**src/sv/fsla_pkg.sv**
```systemverilog
// shared types and constants of the fixed slot free list allocator
package fsla_pkg;

  localparam int unsigned APB_AW         = 4;
  localparam int unsigned STRIDE_W       = 14;
  localparam int unsigned MIN_ALIGN_LOG2 = 2;
  localparam int unsigned MAX_ALIGN_LOG2 = 8;
  localparam int unsigned MIN_STRIDE     = 8;
  localparam logic [19:0] OFFSET_MAX     = 20'hFFFFF;

  localparam logic ACT_ALLOC   = 1'b0;
  localparam logic ACT_RELEASE = 1'b1;

  typedef enum logic [1:0] {
    ST_GRANTED   = 2'd0,
    ST_EXHAUSTED = 2'd1,
    ST_RELEASED  = 2'd2
  } status_e;

  typedef enum logic [1:0] {
    REG_ELEM_SIZE  = 2'd0,
    REG_ALIGN_LOG2 = 2'd1,
    REG_SLOT_COUNT = 2'd2
  } reg_idx_e;

  // controller to datapath
  typedef struct packed {
    logic sweep;
    logic pop_done;
    logic exhaust;
    logic rel_op;
  } ctrl_cmd_t;

  // datapath to controller
  typedef struct packed {
    logic head_valid;
    logic sweep_last;
    logic count_wr;
  } dp_sts_t;

endpackage

```
**src/sv/fsla_ram.sv**
```systemverilog
// generic single write port ram with registered read
module fsla_ram #(
  parameter int unsigned WIDTH = 9,
  parameter int unsigned DEPTH = 256
) (
  input  logic                     clk_i,
  input  logic                     we_i,
  input  logic [$clog2(DEPTH)-1:0] waddr_i,
  input  logic [WIDTH-1:0]         wdata_i,
  input  logic [$clog2(DEPTH)-1:0] raddr_i,
  output logic [WIDTH-1:0]         rdata_o
);

  logic [WIDTH-1:0] mem_q [DEPTH];

  always_ff @(posedge clk_i) begin
    if (we_i) begin
      mem_q[waddr_i] <= wdata_i;
    end
    rdata_o <= mem_q[raddr_i];
  end

endmodule

```
**src/sv/fsla_ctrl.sv**
```systemverilog
// sequencing state machine of the allocator
module fsla_ctrl (
  input  logic               clk_i,
  input  logic               rst_ni,
  input  logic               start_i,
  input  logic               action_i,
  output logic               busy_o,
  output fsla_pkg::ctrl_cmd_t cmd_o,
  input  fsla_pkg::dp_sts_t   sts_i
);
  import fsla_pkg::*;

  typedef enum logic [2:0] {
    S_IDLE = 3'b001,
    S_INIT = 3'b010,
    S_POP  = 3'b100
  } state_e;

  state_e state_q, state_d;
  logic   accept;

  assign busy_o = (state_q != S_IDLE);
  assign accept = start_i && (state_q == S_IDLE);

  always_comb begin
    cmd_o.sweep    = (state_q == S_INIT);
    cmd_o.pop_done = (state_q == S_POP);
    cmd_o.exhaust  = accept && (action_i == ACT_ALLOC) && !sts_i.head_valid;
    cmd_o.rel_op   = accept && (action_i == ACT_RELEASE);
  end

  always_comb begin
    state_d = state_q;
    unique case (state_q)
      S_IDLE: begin
        if (accept && (action_i == ACT_ALLOC) && sts_i.head_valid) begin
          state_d = S_POP;
        end
      end
      S_INIT: begin
        if (sts_i.sweep_last) begin
          state_d = S_IDLE;
        end
      end
      S_POP: begin
        state_d = S_IDLE;
      end
      default: begin
        state_d = S_IDLE;
      end
    endcase
    // new slot count restarts the link rebuild
    if (sts_i.count_wr) begin
      state_d = S_INIT;
    end
  end

  always_ff @(posedge clk_i or negedge rst_ni) begin
    if (!rst_ni) begin
      state_q <= S_INIT;
    end else begin
      state_q <= state_d;
    end
  end

endmodule

```
**src/sv/fsla_dp.sv**
```systemverilog
// datapath: config registers, head pointer, link ram and result registers
module fsla_dp #(
  parameter int unsigned NUM_SLOTS = 256
) (
  input  logic                        clk_i,
  input  logic                        rst_ni,
  input  logic [7:0]                  release_slot_i,
  input  fsla_pkg::ctrl_cmd_t         cmd_i,
  output fsla_pkg::dp_sts_t           sts_o,
  input  logic                        psel,
  input  logic                        penable,
  input  logic                        pwrite,
  input  logic [fsla_pkg::APB_AW-1:0] paddr,
  input  logic [31:0]                 pwdata,
  output logic [31:0]                 prdata,
  output logic                        done_o,
  output logic [1:0]                  status_o,
  output logic [7:0]                  slot_index_o,
  output logic [19:0]                 byte_offset_o
);
  import fsla_pkg::*;

  localparam int unsigned IW = $clog2(NUM_SLOTS);
  localparam int unsigned LW = IW + 1;
  localparam int unsigned PW = IW + STRIDE_W;
  localparam logic [LW-1:0] NULL_LINK = LW'(NUM_SLOTS);

  function automatic logic [STRIDE_W-1:0] stride_of(input logic [12:0] es,
                                                   input logic [3:0]  al);
    logic [3:0]          a;
    logic [8:0]          alb;
    logic [STRIDE_W-1:0] msk;
    logic [STRIDE_W-1:0] s;
    a = al;
    if (a > 4'(MAX_ALIGN_LOG2)) a = 4'(MAX_ALIGN_LOG2);
    if (a < 4'(MIN_ALIGN_LOG2)) a = 4'(MIN_ALIGN_LOG2);
    alb = 9'd1 << a;
    msk = STRIDE_W'(alb) - STRIDE_W'(1);
    s   = (STRIDE_W'(es) + msk) & ~msk;
    if (s < STRIDE_W'(MIN_STRIDE)) s = STRIDE_W'(MIN_STRIDE);
    return s;
  endfunction

  // configuration
  logic [12:0]         elem_size_q, elem_size_d;
  logic [3:0]          align_q, align_d;
  logic [8:0]          count_q, count_d;
  logic [STRIDE_W-1:0] stride_q, stride_d;
  logic                cfg_wr;
  logic [1:0]          cfg_idx;

  assign cfg_wr  = psel && penable && pwrite;
  assign cfg_idx = paddr[3:2];

  always_comb begin
    elem_size_d = elem_size_q;
    align_d     = align_q;
    count_d     = count_q;
    if (cfg_wr) begin
      unique case (cfg_idx)
        REG_ELEM_SIZE:  elem_size_d = pwdata[12:0];
        REG_ALIGN_LOG2: align_d     = pwdata[3:0];
        REG_SLOT_COUNT: count_d     = pwdata[8:0];
        default: ;
      endcase
    end
    stride_d = stride_of(elem_size_d, align_d);
  end

  always_comb begin
    prdata = '0;
    unique case (cfg_idx)
      REG_ELEM_SIZE:  prdata = 32'(elem_size_q);
      REG_ALIGN_LOG2: prdata = 32'(align_q);
      REG_SLOT_COUNT: prdata = 32'(count_q);
      default:        prdata = '0;
    endcase
  end

  always_ff @(posedge clk_i or negedge rst_ni) begin
    if (!rst_ni) begin
      elem_size_q <= 13'd8;
      align_q     <= 4'd2;
      count_q     <= 9'd256;
      stride_q    <= STRIDE_W'(MIN_STRIDE);
    end else begin
      elem_size_q <= elem_size_d;
      align_q     <= align_d;
      count_q     <= count_d;
      stride_q    <= stride_d;
    end
  end

  // free list
  logic [IW-1:0] head_q, head_d;
  logic          head_valid_q, head_valid_d;
  logic [IW-1:0] sweep_q, sweep_d;
  logic          sweep_last;
  logic          count_wr;
  logic          rel_ok;
  logic          ram_we;
  logic [IW-1:0] ram_waddr;
  logic [LW-1:0] ram_wdata;
  logic [LW-1:0] ram_rdata;
  logic          next_null;

  assign count_wr   = cfg_wr && (cfg_idx == REG_SLOT_COUNT);
  assign sweep_last = (sweep_q == IW'(NUM_SLOTS - 1));
  assign rel_ok     = ({24'd0, release_slot_i} < 32'(NUM_SLOTS));
  assign next_null  = (ram_rdata >= NULL_LINK);

  assign sts_o.head_valid = head_valid_q;
  assign sts_o.sweep_last = sweep_last;
  assign sts_o.count_wr   = count_wr;

  always_comb begin
    ram_we    = 1'b0;
    ram_waddr = sweep_q;
    ram_wdata = NULL_LINK;
    if (cmd_i.sweep) begin
      ram_we = 1'b1;
      // counts above the depth end on the null link at the top entry anyway
      if (32'(sweep_q) + 32'd1 < 32'(count_q)) begin
        ram_wdata = LW'(sweep_q) + LW'(1);
      end
    end else if (cmd_i.rel_op && rel_ok) begin
      ram_we    = 1'b1;
      ram_waddr = IW'(release_slot_i);
      ram_wdata = head_valid_q ? {1'b0, head_q} : NULL_LINK;
    end
  end

  always_comb begin
    head_d       = head_q;
    head_valid_d = head_valid_q;
    sweep_d      = sweep_q;
    if (cmd_i.sweep) begin
      sweep_d = sweep_last ? '0 : sweep_q + IW'(1);
    end
    if (cmd_i.pop_done) begin
      if (next_null) begin
        head_d       = '0;
        head_valid_d = 1'b0;
      end else begin
        head_d = ram_rdata[IW-1:0];
      end
    end
    if (cmd_i.rel_op && rel_ok) begin
      head_d       = IW'(release_slot_i);
      head_valid_d = 1'b1;
    end
    if (count_wr) begin
      head_d       = '0;
      head_valid_d = (pwdata[8:0] != 9'd0);
      sweep_d      = '0;
    end
  end

  always_ff @(posedge clk_i or negedge rst_ni) begin
    if (!rst_ni) begin
      head_q       <= '0;
      head_valid_q <= 1'b1;
      sweep_q      <= '0;
    end else begin
      head_q       <= head_d;
      head_valid_q <= head_valid_d;
      sweep_q      <= sweep_d;
    end
  end

  fsla_ram #(
    .WIDTH (LW),
    .DEPTH (NUM_SLOTS)
  ) u_link_ram (
    .clk_i   (clk_i),
    .we_i    (ram_we),
    .waddr_i (ram_waddr),
    .wdata_i (ram_wdata),
    .raddr_i (head_q),
    .rdata_o (ram_rdata)
  );

  // result
  logic [PW-1:0] prod;
  logic [19:0]   offset_sat;
  logic          done_q;
  logic [1:0]    status_q, status_d;
  logic [7:0]    index_q, index_d;
  logic [19:0]   offset_q, offset_d;

  assign prod       = PW'(head_q) * PW'(stride_q);
  assign offset_sat = (32'(prod) > 32'(OFFSET_MAX)) ? OFFSET_MAX : 20'(prod);

  always_comb begin
    status_d = ST_RELEASED;
    index_d  = '0;
    offset_d = '0;
    if (cmd_i.pop_done) begin
      status_d = ST_GRANTED;
      index_d  = 8'(head_q);
      offset_d = offset_sat;
    end else if (cmd_i.exhaust) begin
      status_d = ST_EXHAUSTED;
    end
  end

  always_ff @(posedge clk_i or negedge rst_ni) begin
    if (!rst_ni) begin
      done_q <= 1'b0;
    end else begin
      done_q <= cmd_i.pop_done || cmd_i.exhaust || cmd_i.rel_op;
    end
  end

  always_ff @(posedge clk_i) begin
    status_q <= status_d;
    index_q  <= index_d;
    offset_q <= offset_d;
  end

  assign done_o        = done_q;
  assign status_o      = status_q;
  assign slot_index_o  = index_q;
  assign byte_offset_o = offset_q;

endmodule

```
**src/sv/fixed_slot_free_list_allocator.sv**
```systemverilog
// top level of the fixed slot free list allocator
//
// channel   direction  handshake                 payload
// -------   ---------  ------------------------  -------------------------------------
// request   in         start high, busy low      action_i, release_slot_i
// result    out        done_o, one-cycle strobe  status_o, slot_index_o, byte_offset_o
// config    in/out     apb, psel+penable+pwrite  paddr, pwdata, prdata (pready tied high)
//
// allocate with a free slot: the head's link is read from the link ram
//   in the cycle after the transaction, the result strobes in the cycle after that
// allocate on an empty list and release: result strobes in the next cycle
// reset and every slot_count write rebuild the link ram, one entry a cycle,
//   with busy high; config writes are still taken then
// the result is never held off, done_o is high for exactly one cycle per transaction
module fixed_slot_free_list_allocator #(
  // number of entries of the link ram; slots at or above it are never handed out
  parameter int unsigned NUM_SLOTS = 256
) (
  input  logic                        clk_i,
  input  logic                        rst_ni,
  // request
  input  logic                        start,
  output logic                        busy,
  input  logic                        action_i,
  input  logic [7:0]                  release_slot_i,
  // result
  output logic                        done_o,
  output logic [1:0]                  status_o,
  output logic [7:0]                  slot_index_o,
  output logic [19:0]                 byte_offset_o,
  // configuration
  input  logic                        psel,
  input  logic                        penable,
  input  logic                        pwrite,
  input  logic [fsla_pkg::APB_AW-1:0] paddr,
  input  logic [31:0]                 pwdata,
  output logic [31:0]                 prdata,
  output logic                        pready
);
  import fsla_pkg::*;

  ctrl_cmd_t cmd;
  dp_sts_t   sts;

  // zero wait state register port
  assign pready = 1'b1;

  // state machine: rebuild sweep, idle, and the wait for the link read of a pop
  fsla_ctrl u_ctrl (
    .clk_i    (clk_i),
    .rst_ni   (rst_ni),
    .start_i  (start),
    .action_i (action_i),
    .busy_o   (busy),
    .cmd_o    (cmd),
    .sts_i    (sts)
  );

  // config registers, stride, head pointer, link ram, offset multiplier, results
  fsla_dp #(
    .NUM_SLOTS (NUM_SLOTS)
  ) u_dp (
    .clk_i          (clk_i),
    .rst_ni         (rst_ni),
    .release_slot_i (release_slot_i),
    .cmd_i          (cmd),
    .sts_o          (sts),
    .psel           (psel),
    .penable        (penable),
    .pwrite         (pwrite),
    .paddr          (paddr),
    .pwdata         (pwdata),
    .prdata         (prdata),
    .done_o         (done_o),
    .status_o       (status_o),
    .slot_index_o   (slot_index_o),
    .byte_offset_o  (byte_offset_o)
  );

endmodule

```
**config.mk**
```make
export PLATFORM = sky130hd
export DESIGN_NAME = fixed_slot_free_list_allocator
export DESIGN_NICKNAME = d
export VERILOG_FILES = /design/src/sv/fsla_pkg.sv /design/src/sv/fsla_ram.sv /design/src/sv/fsla_ctrl.sv /design/src/sv/fsla_dp.sv /design/src/sv/fixed_slot_free_list_allocator.sv
export SDC_FILE = /design/constraint.sdc
export NUM_CORES = 2
export LEC_CHECK = 0
export BUFFER_PORTS_ARGS = -buffer_cell sky130_fd_sc_hd__buf_2
export CORE_MARGIN = 1
export CORE_UTILIZATION = 35
export CTS_CLUSTER_DIAMETER = 100
export DETAILED_ROUTE_END_ITERATION = 8
export PLACE_DENSITY_LB_ADDON = 0.2
export SLEW_MARGIN = 20
export SYNTH_ARGS = -nofsm -noshare
export SYNTH_HDL_FRONTEND = slang
export SYNTH_HIERARCHICAL = 1
export SYNTH_SLANG_ARGS = --single-unit
```
**constraint.sdc**
```tcl
create_clock -name clk_i -period 27.5 [get_ports clk_i]
set_input_delay 2.75 -clock clk_i [delete_from_list [all_inputs] [get_ports clk_i]]
set_output_delay 2.75 -clock clk_i [all_outputs]
set_load 0.02 [all_outputs]
```
### Word-level counts from Yosys, hierarchy flattened

Memories as Yosys holds them, arrays and structs flattened. A register that Yosys moved wholly into a read port is not among the register bits.
Index checks and enable logic that the tools add are counted.

* register bits: 91
* latch bits: 0
* bits in writable memories: 2304
* bits in read-only memories: 0
* input port bits: 51
* output and inout bits: 65
* logic and storage cells: 92
* memories kept: 1

Memories
* u_dp.u_link_ram.mem_q: words 256, width 9, read ports 1, clocked after memory_dff 1, wr ports 1, line fsla_ram.sv:14 `logic [WIDTH-1:0] mem_q [DEPTH];`

* add/sub/neg operators: 5
* $mul: 1
* divide/modulo/power cells: 0
* magnitude comparators: 6
* equal/unequal tests: 9
* shifts and indexed selects: 1
* muxes and demuxes: 35
* bitwise logic cells: 3
* reductions and logical operators: 19

Operator list (count)
* 2-to-1 mux 8 bit: 9
* one-hot mux 13 bit (3 select lines): 1
* 2-to-1 mux 9 bit: 4
* < comparator 32 x 9 -> 1 bit: 1
* 2-to-1 mux 13 bit: 2
* greater-than comparator 22 x 20 -> 1 bit (second input constant): 1
* multiplier 8 x 14 -> 22 bit: 1
* 2-to-1 mux 20 bit: 1
* adder 8 x 1 -> 9 bit (second input constant): 2
* 2-to-1 mux 4 bit: 4
* adder 13 x 14 -> 14 bit: 1
* AND 14 bit: 1
* < comparator 14 x 4 -> 1 bit (second input constant): 1
* 2-to-1 mux 14 bit: 1
* inverter 14 bit: 1
* subtractor 9 x 1 -> 10 bit (second input constant): 1
* >= comparator 9 bit (second input constant): 1
* 2-to-1 mux 3 bit: 3
* nonzero test 9 bit: 1
* left shift 1 x 4 -> 9 bit (first input constant): 1
* adder 8 x 1 -> 8 bit (second input constant): 1
* equality test 8 bit (second input constant): 1
* logical AND 1 bit: 8
* 2-to-1 mux 1 bit: 8
* other kinds (18): 23

### Longest topological paths before layout

* depth in word-level cells: 13
* gate-level depth with buffers: 19
* mapped depth without buffers: 17

### Cells and area by module

Netlist, hierarchy kept.

Modules (own cells, without submodules)
* fsla_ram: times used 1, cells an instance 4237, area an instance 89278.1 um^2, sequential area each 69366.5 um^2
* fsla_dp: times used 1, cells an instance 960, area an instance 8648.3 um^2, sequential area each 2058.2 um^2
* fsla_ctrl: times used 1, cells an instance 15, area an instance 182.7 um^2, sequential area each 76.3 um^2
* fixed_slot_free_list_allocator: times used 1, cells an instance 2, area an instance 11.3 um^2, sequential area each 0.0 um^2

### Worst setup path after synthesis

Ideal clock, no wire load.

* kind: register to register
* start point: register u_dp.sweep_q[2]
* end point: memory u_dp.u_link_ram.mem_q[0][3] (data pin)
* setup time: 2187 ps
* arrival time: 11841 ps
* data required time: 25313 ps
* path slack: 13473 ps
* cell stages (with the launch flop): 10
* path buffers: 0
* clock period less this slack: 14027 ps
* cells stage by stage: dfrtp_1 > and3_1 > nand3_1 > nor2_1 > xor2_1 > ha_1 > or2_2 > a21oi_1 > a21oi_1 > o21ai_0

* cells in the longest elaborated chain, start to end: 4
* elaborated cells between the ends (all ways): 5
* classes of those cells: add/sub: 2; order compare: 1; mux: 2

Ends and longest elaborated chain
* start, declared: line fsla_dp.sv:97 `logic [IW-1:0] sweep_q, sweep_d;`
* start signal, assigned: line fsla_dp.sv:167 `sweep_q <= sweep_d;`
* adder 8 x 1 -> 9 bit: line fsla_dp.sv:123, fsla_dp.sv:124
* < comparator 32 x 9 -> 1 bit: line fsla_dp.sv:123 `if (32'(sweep_q) + 32'd1 < 32'(count_q)) begin`
* 2-to-1 mux 9 bit (*): line fsla_dp.sv:123
* 2-to-1 mux 9 bit (*): line fsla_dp.sv:120 `if (cmd_i.sweep) begin`
* via u_dp.ram_wdata[3]: line fsla_dp.sv:103 `logic [LW-1:0] ram_wdata;`
* end, declared: line fsla_ram.sv:14

Mark *: on every way through the listed nets, which the timed path passes. The rest lies on a longest branch.

==> results.env <==
RUN_STATUS='finished, final reports clean'
CHIP_HEIGHT_UM=531.5
ANTENNA_LEFT=0
WORSTSETUPENDPOINTTYPE='flip-flop'
SYNTH_ASYNC_SR_FLOP_SHARE=0.02537
CRIT_REQUIRED_NS=27.99
FILLER_CELL_COUNT=25228
NUMBER_OF_CLOCK_SINKS_SEEN_BY_CTS=2404
CLOCK_ROOT_BUFFER_MASTER='sky130_fd_sc_hd__clkbuf_16'
REG2REGPATHDEPTH=17
DETAIL_ROUTE.ITER0.VIOLATIONS=4246
AVGVIACOUNTPERCELL=5.390
CP.ARRIVAL_NS=7.80
MAXSLEWHEADROOM=0.1685
ROUTED_WL_UM=255900
DIE_AREA_SQ_MM=0.2825
REMAINING_DRC_ERRORS=0
SOURCE_TO_SINK_CLOCK_DELAY_AT_THE_LATER_PIN_OF_THE_WORST_SKEW_PAIR_NS=0.90
FINAL_CELLS=9261
WORST-PATH-STAGES=9
CORE.ROWCOUNT=194
R2R_SETUP_SLACK_NS=21.16
SYN_INST=5214
LAYOUT.CELL_AREA.NON_FILLER_SQ_MM=0.1101
SYNTHESIS.AREA_SQ_MM=0.09812
NETSWITCHINGPOWER_mW=3.594
FINISH.UTILIZATION=0.3943
CRIT-REG2REG-LAUNCH='u_dp/head_q[4]'
GR-TOTAL-OVERFLOW=0
GRT_FIRST_PASS_WIRELENGTH_UM=367000
COMBPWRFRAC=0.312
PLACEMENT.IO_BUFFERS=74
GRT_SETUP_UNREPAIRED='false'
TIMING.CRITICAL_PATH.TO='u_dp/u_link_ram/mem_q[221][4]'
FLOORPLAN.DIE.WIDTH_UM=531.5
HOLD_CLASS='reg2reg'
DPL-INSTANCE-AREA_SQ_MM=0.1025
CPPEAKSTAGEDELAY_NS=1.03
DP_HPWL_UM=157400
WIRE_PER_INST_UM=27.63
POWER-PER-CELL-AREA_mW_PER_MM2=97.67
WORST_PATH_DOMINANT_CELL_FAMILY='simple AND/OR/NAND/NOR gates'
POSTCTSHOLDBUFS=0
INITIAL_UTILIZATION=0.3515
GLOBAL_ROUTE_TOTAL_USAGE_ACROSS_EVERY_LAYER=0.1779
IO-PIN-COUNT=116
INITIAL_ANTENNA_VIOLATION_COUNT=8
POST_ROUTE_FRACTION_OF_THE_PERIOD_CONSUMED_BY_THE_CRITICAL_PATH=0.2656
REG2REG_TO='u_dp/byte_offset_o[18]'
POWER_FRAC_CLOCK=0.294
DRT_PRE_ANTENNA_ITERS=6
SYN_AREA_PER_CELL_SQ_UM=18.82
SYNTH_TOP_CELL_AREA_SHARE=0.7051
YS.WARNINGS.COUNT=6
LAYOUT-AREA-OVERHEAD-VS-SYNTH_PCT=12.16
MOSTFREQUENTLAYOUTCELL='sky130_fd_sc_hd__edfxtp_1'
CRITPATHBUFINV=2
SYNTH_CELL_TYPE_COUNT=97
DRV_SLEW=0
CRIT_PATH_START='start'
CTS_INSERTED_BUFFERS=242
IRDROPWORSTVDD_mV=0.07902
POSTSYNTHREGISTERBITS=2404
CLKSLEWWORSTSETUPHOLDPATHS_NS=0.06
SWITCHING_SHARE=0.3344
DRIVE_ABOVE_1_SHARE=0.1966
POST-SYNTH-TOP-AREA-CELL='sky130_fd_sc_hd__edfxtp_1'
CRITICAL_PATH_CLASS='in2reg'
WORST_PIN_SLEW_NS=1.247
MOST_FREQUENT_CELL_ON_THE_CRITICAL_PATH='sky130_fd_sc_hd__nor2b_1'
CAP_VIOL_MAX_COUNT=0
TRITONCTS_CLOCK_TREE='built'
SYNTH_FF_TYPE='sky130_fd_sc_hd__edfxtp_1'
INTERNAL-POWER_mW=7.154
CTS.REPAIR_TIMING.SETUP_BUFFER_COUNT=0
SEQ_POWER_SHARE=0.394
HTREEDEPTH=4
POST_CTS_RESIZE_COUNT=0
FIN_SKEW_NS=0.04258
FINALWORSTPATHREQUIREDPERIOD_NS=7.305
SYNTH-EDFF-COUNT=2304
SEQ_AREA_FRAC_SYNTH=0.7287
LAYOUT.CELLS.MOST_COMMON_LIST='sky130_fd_sc_hd__edfxtp_1, sky130_fd_sc_hd__mux4_2, sky130_fd_sc_hd__nor2_1, sky130_fd_sc_hd__clkbuf_16, sky130_fd_sc_hd__mux2i_1'
FINALHOLDVIOLATIONS=0
YS_TOP_CELLS_BY_AREA='sky130_fd_sc_hd__edfxtp_1, sky130_fd_sc_hd__mux4_2, sky130_fd_sc_hd__mux2i_1, sky130_fd_sc_hd__fa_1, sky130_fd_sc_hd__dfrtp_1'
SETUP_TOTAL_NEGATIVE_SLACK_NS=0
CORE-AREA_SQ_MM=0.2791
PIN_COUNT_OF_THE_BIGGEST_NET_ENTERING_GLOBAL_ROUTING=234
VIAS_IN_THE_FIRST_GLOBAL_ROUTE=50257
CP_SLOWEST_CELL='sky130_fd_sc_hd__nand4_1'
NUM-NETS-FINAL=5538
TIMING.CRITICAL_PATH.CELLS='buf_2 -> nor4bb_1 -> and2_1 -> nor2b_1 -> mux2_2 -> nor2b_1 -> nand4_1 -> buf_4 -> nor2_1'
FINALWEIGHTEDCONGESTION=0.8161
STARTPOINT_TYPE='input pin'
SETUP_VIOL=0
ROUTE.VIAS.TOTAL=49916
FMAX_GHz=0.1369
PLACED_CELLS_INCL_TAPS=8828
P_LEAK_nW=34.73
WORSTPATHMAXFANOUT=10
CTSLONGESTPATHBUFFERS=4
[synthesized netlist by cell type (7+ instances only)]
cell type                  instances
sky130_fd_sc_hd__a211oi_1         35
sky130_fd_sc_hd__a21o_1           17
sky130_fd_sc_hd__a21oi_1         125
sky130_fd_sc_hd__a221oi_1         11
sky130_fd_sc_hd__a22o_1            8
sky130_fd_sc_hd__a22oi_1         182
sky130_fd_sc_hd__a31oi_1          16
sky130_fd_sc_hd__and2_1           84
sky130_fd_sc_hd__buf_1            18
sky130_fd_sc_hd__buf_2            59
sky130_fd_sc_hd__buf_4            51
sky130_fd_sc_hd__buf_6            29
sky130_fd_sc_hd__buf_8            12
sky130_fd_sc_hd__clkbuf_1        143
sky130_fd_sc_hd__dfrtp_1          55
sky130_fd_sc_hd__dfxtp_1          39
sky130_fd_sc_hd__edfxtp_1       2304
sky130_fd_sc_hd__fa_1             73
sky130_fd_sc_hd__ha_1             66
sky130_fd_sc_hd__inv_1           123
sky130_fd_sc_hd__mux2_2           44
sky130_fd_sc_hd__mux2i_1         195
sky130_fd_sc_hd__mux4_1            9
sky130_fd_sc_hd__mux4_2          467
sky130_fd_sc_hd__nand2_1         149
sky130_fd_sc_hd__nand2b_1         16
sky130_fd_sc_hd__nand3_1          45
sky130_fd_sc_hd__nand4_1          15
sky130_fd_sc_hd__nor2_1          335
sky130_fd_sc_hd__nor2b_1          35
sky130_fd_sc_hd__nor3_1           38
sky130_fd_sc_hd__nor3b_1           8
sky130_fd_sc_hd__nor4_1           28
sky130_fd_sc_hd__o21a_1           27
sky130_fd_sc_hd__o21ai_0          79
sky130_fd_sc_hd__o221ai_1         36
sky130_fd_sc_hd__o22ai_1          67
sky130_fd_sc_hd__o31a_1           10
sky130_fd_sc_hd__or2_2             7
sky130_fd_sc_hd__or3_1             7
sky130_fd_sc_hd__xnor2_1          10
sky130_fd_sc_hd__xor2_1           18
[cell families after synthesis]
group	count (synthesis)	synth area share
AO/OA/AOI/OAI	676	0.04746
multiplexers	715	0.1345
other	3	0.0001148
flip-flops	2404	0.7287
XOR/XNOR	29	0.002665
adder cells (fa/ha/maj)	139	0.02331
buffers and inverters	442	0.02404
AND/OR/NAND/NOR	806	0.03916
[per-layer routing]
| metal | track usage | vias to the layer above | share of wire |
|---|---|---|---|
| li1 | - | 21266 | - |
| met1 | 0.2524 | 26745 | 0.44 |
| met2 | 0.2806 | 1521 | 0.47 |
| met3 | 0.02864 | 378 | 0.060 |
| met4 | 0.05481 | 6 | 0.030 |
| met5 | 0 | - | 0.00016 |
[worst min path at each step]
stage / start / to / cells after the start
4_1_cts: u_dp/elem_size_q[4] / u_dp/elem_size_q[4] / 1
3_3_place_gp: u_dp/elem_size_q[4] / u_dp/elem_size_q[4] / 1
3_5_place_dp: u_dp/elem_size_q[4] / u_dp/elem_size_q[4] / 1
2_1_floorplan: u_dp/count_q[8] / u_dp/count_q[8] / 2
6_report: u_dp/elem_size_q[4] / u_dp/elem_size_q[4] / 1
5_1_grt: u_dp/elem_size_q[4] / u_dp/elem_size_q[4] / 1
[through the flow]
stage / worst slack, ns / total power [mW] / hold WS, ns
final: 20.20 / 10.75 / 0.5259
after floorplan: 13.47 / 6.581 / 0.4889
after detailed placement: 19.38 / 7.672 / 0.5135
after global routing: 20.16 / 11.19 / 0.5419
after global placement: 19.42 / 7.664 / 0.5123
after CTS: 20.32 / 10.85 / 0.5284
[state kept, by name, summed over array words and instances (netlist names), 4 cells and up]
| name | flops |
|---|---|
| u_dp/u_link_ram/mem_q | 2304 |
| u_dp/byte_offset_o | 20 |
| u_dp/stride_q | 14 |
| u_dp/elem_size_q | 13 |
| u_dp/count_q | 9 |
| u_dp/u_link_ram/rdata_o | 9 |
| u_dp/head_q | 8 |
| u_dp/slot_index_o | 8 |
| u_dp/sweep_q | 8 |
| u_dp/align_q | 4 |
[worst register-to-register path: stages (launching register included)]
cell,delay (ns)
sky130_fd_sc_hd__dfrtp_4,0.67
sky130_fd_sc_hd__buf_4,0.72
sky130_fd_sc_hd__and2_1,0.28
sky130_fd_sc_hd__fa_1,0.42
sky130_fd_sc_hd__fa_1,0.47
sky130_fd_sc_hd__fa_1,0.54
sky130_fd_sc_hd__inv_1,0.05
sky130_fd_sc_hd__fa_1,0.53
sky130_fd_sc_hd__inv_1,0.04
sky130_fd_sc_hd__ha_1,0.32
sky130_fd_sc_hd__o21ai_0,0.12
sky130_fd_sc_hd__a21boi_0,0.51
sky130_fd_sc_hd__o2111ai_1,0.23
sky130_fd_sc_hd__a211oi_1,0.42
sky130_fd_sc_hd__mux2i_1,0.25
sky130_fd_sc_hd__o22ai_1,0.11
sky130_fd_sc_hd__buf_4,0.21
sky130_fd_sc_hd__o31a_1,0.31
[cell type report]
type / instances / area, sq um / area share
antenna: 3 / 7.507 / 0.00006821
timing repair buffer: 185 / 1358 / 0.01234
tap: 3724 / 4659 / 0.04234
clock inverter: 117 / 979.7 / 0.008902
clock buffer: 313 / 6507 / 0.05913
inverter: 125 / 469.2 / 0.004263
sequential: 2404 / 71520 / 0.6499
multi-input combinational: 2390 / 24550 / 0.2231
[power groups by stage]
stage	Clock, mW	Sequential, mW	Combinational (mW)
5_1_grt	3.36	4.23	3.59
6_report	3.16	4.23	3.36
4_1_cts	3.24	4.23	3.38
2_1_floorplan	0	4.29	2.29
3_3_place_gp	0	4.31	3.36
3_5_place_dp	0	4.31	3.36
Power figures use the tool's default switching activity.
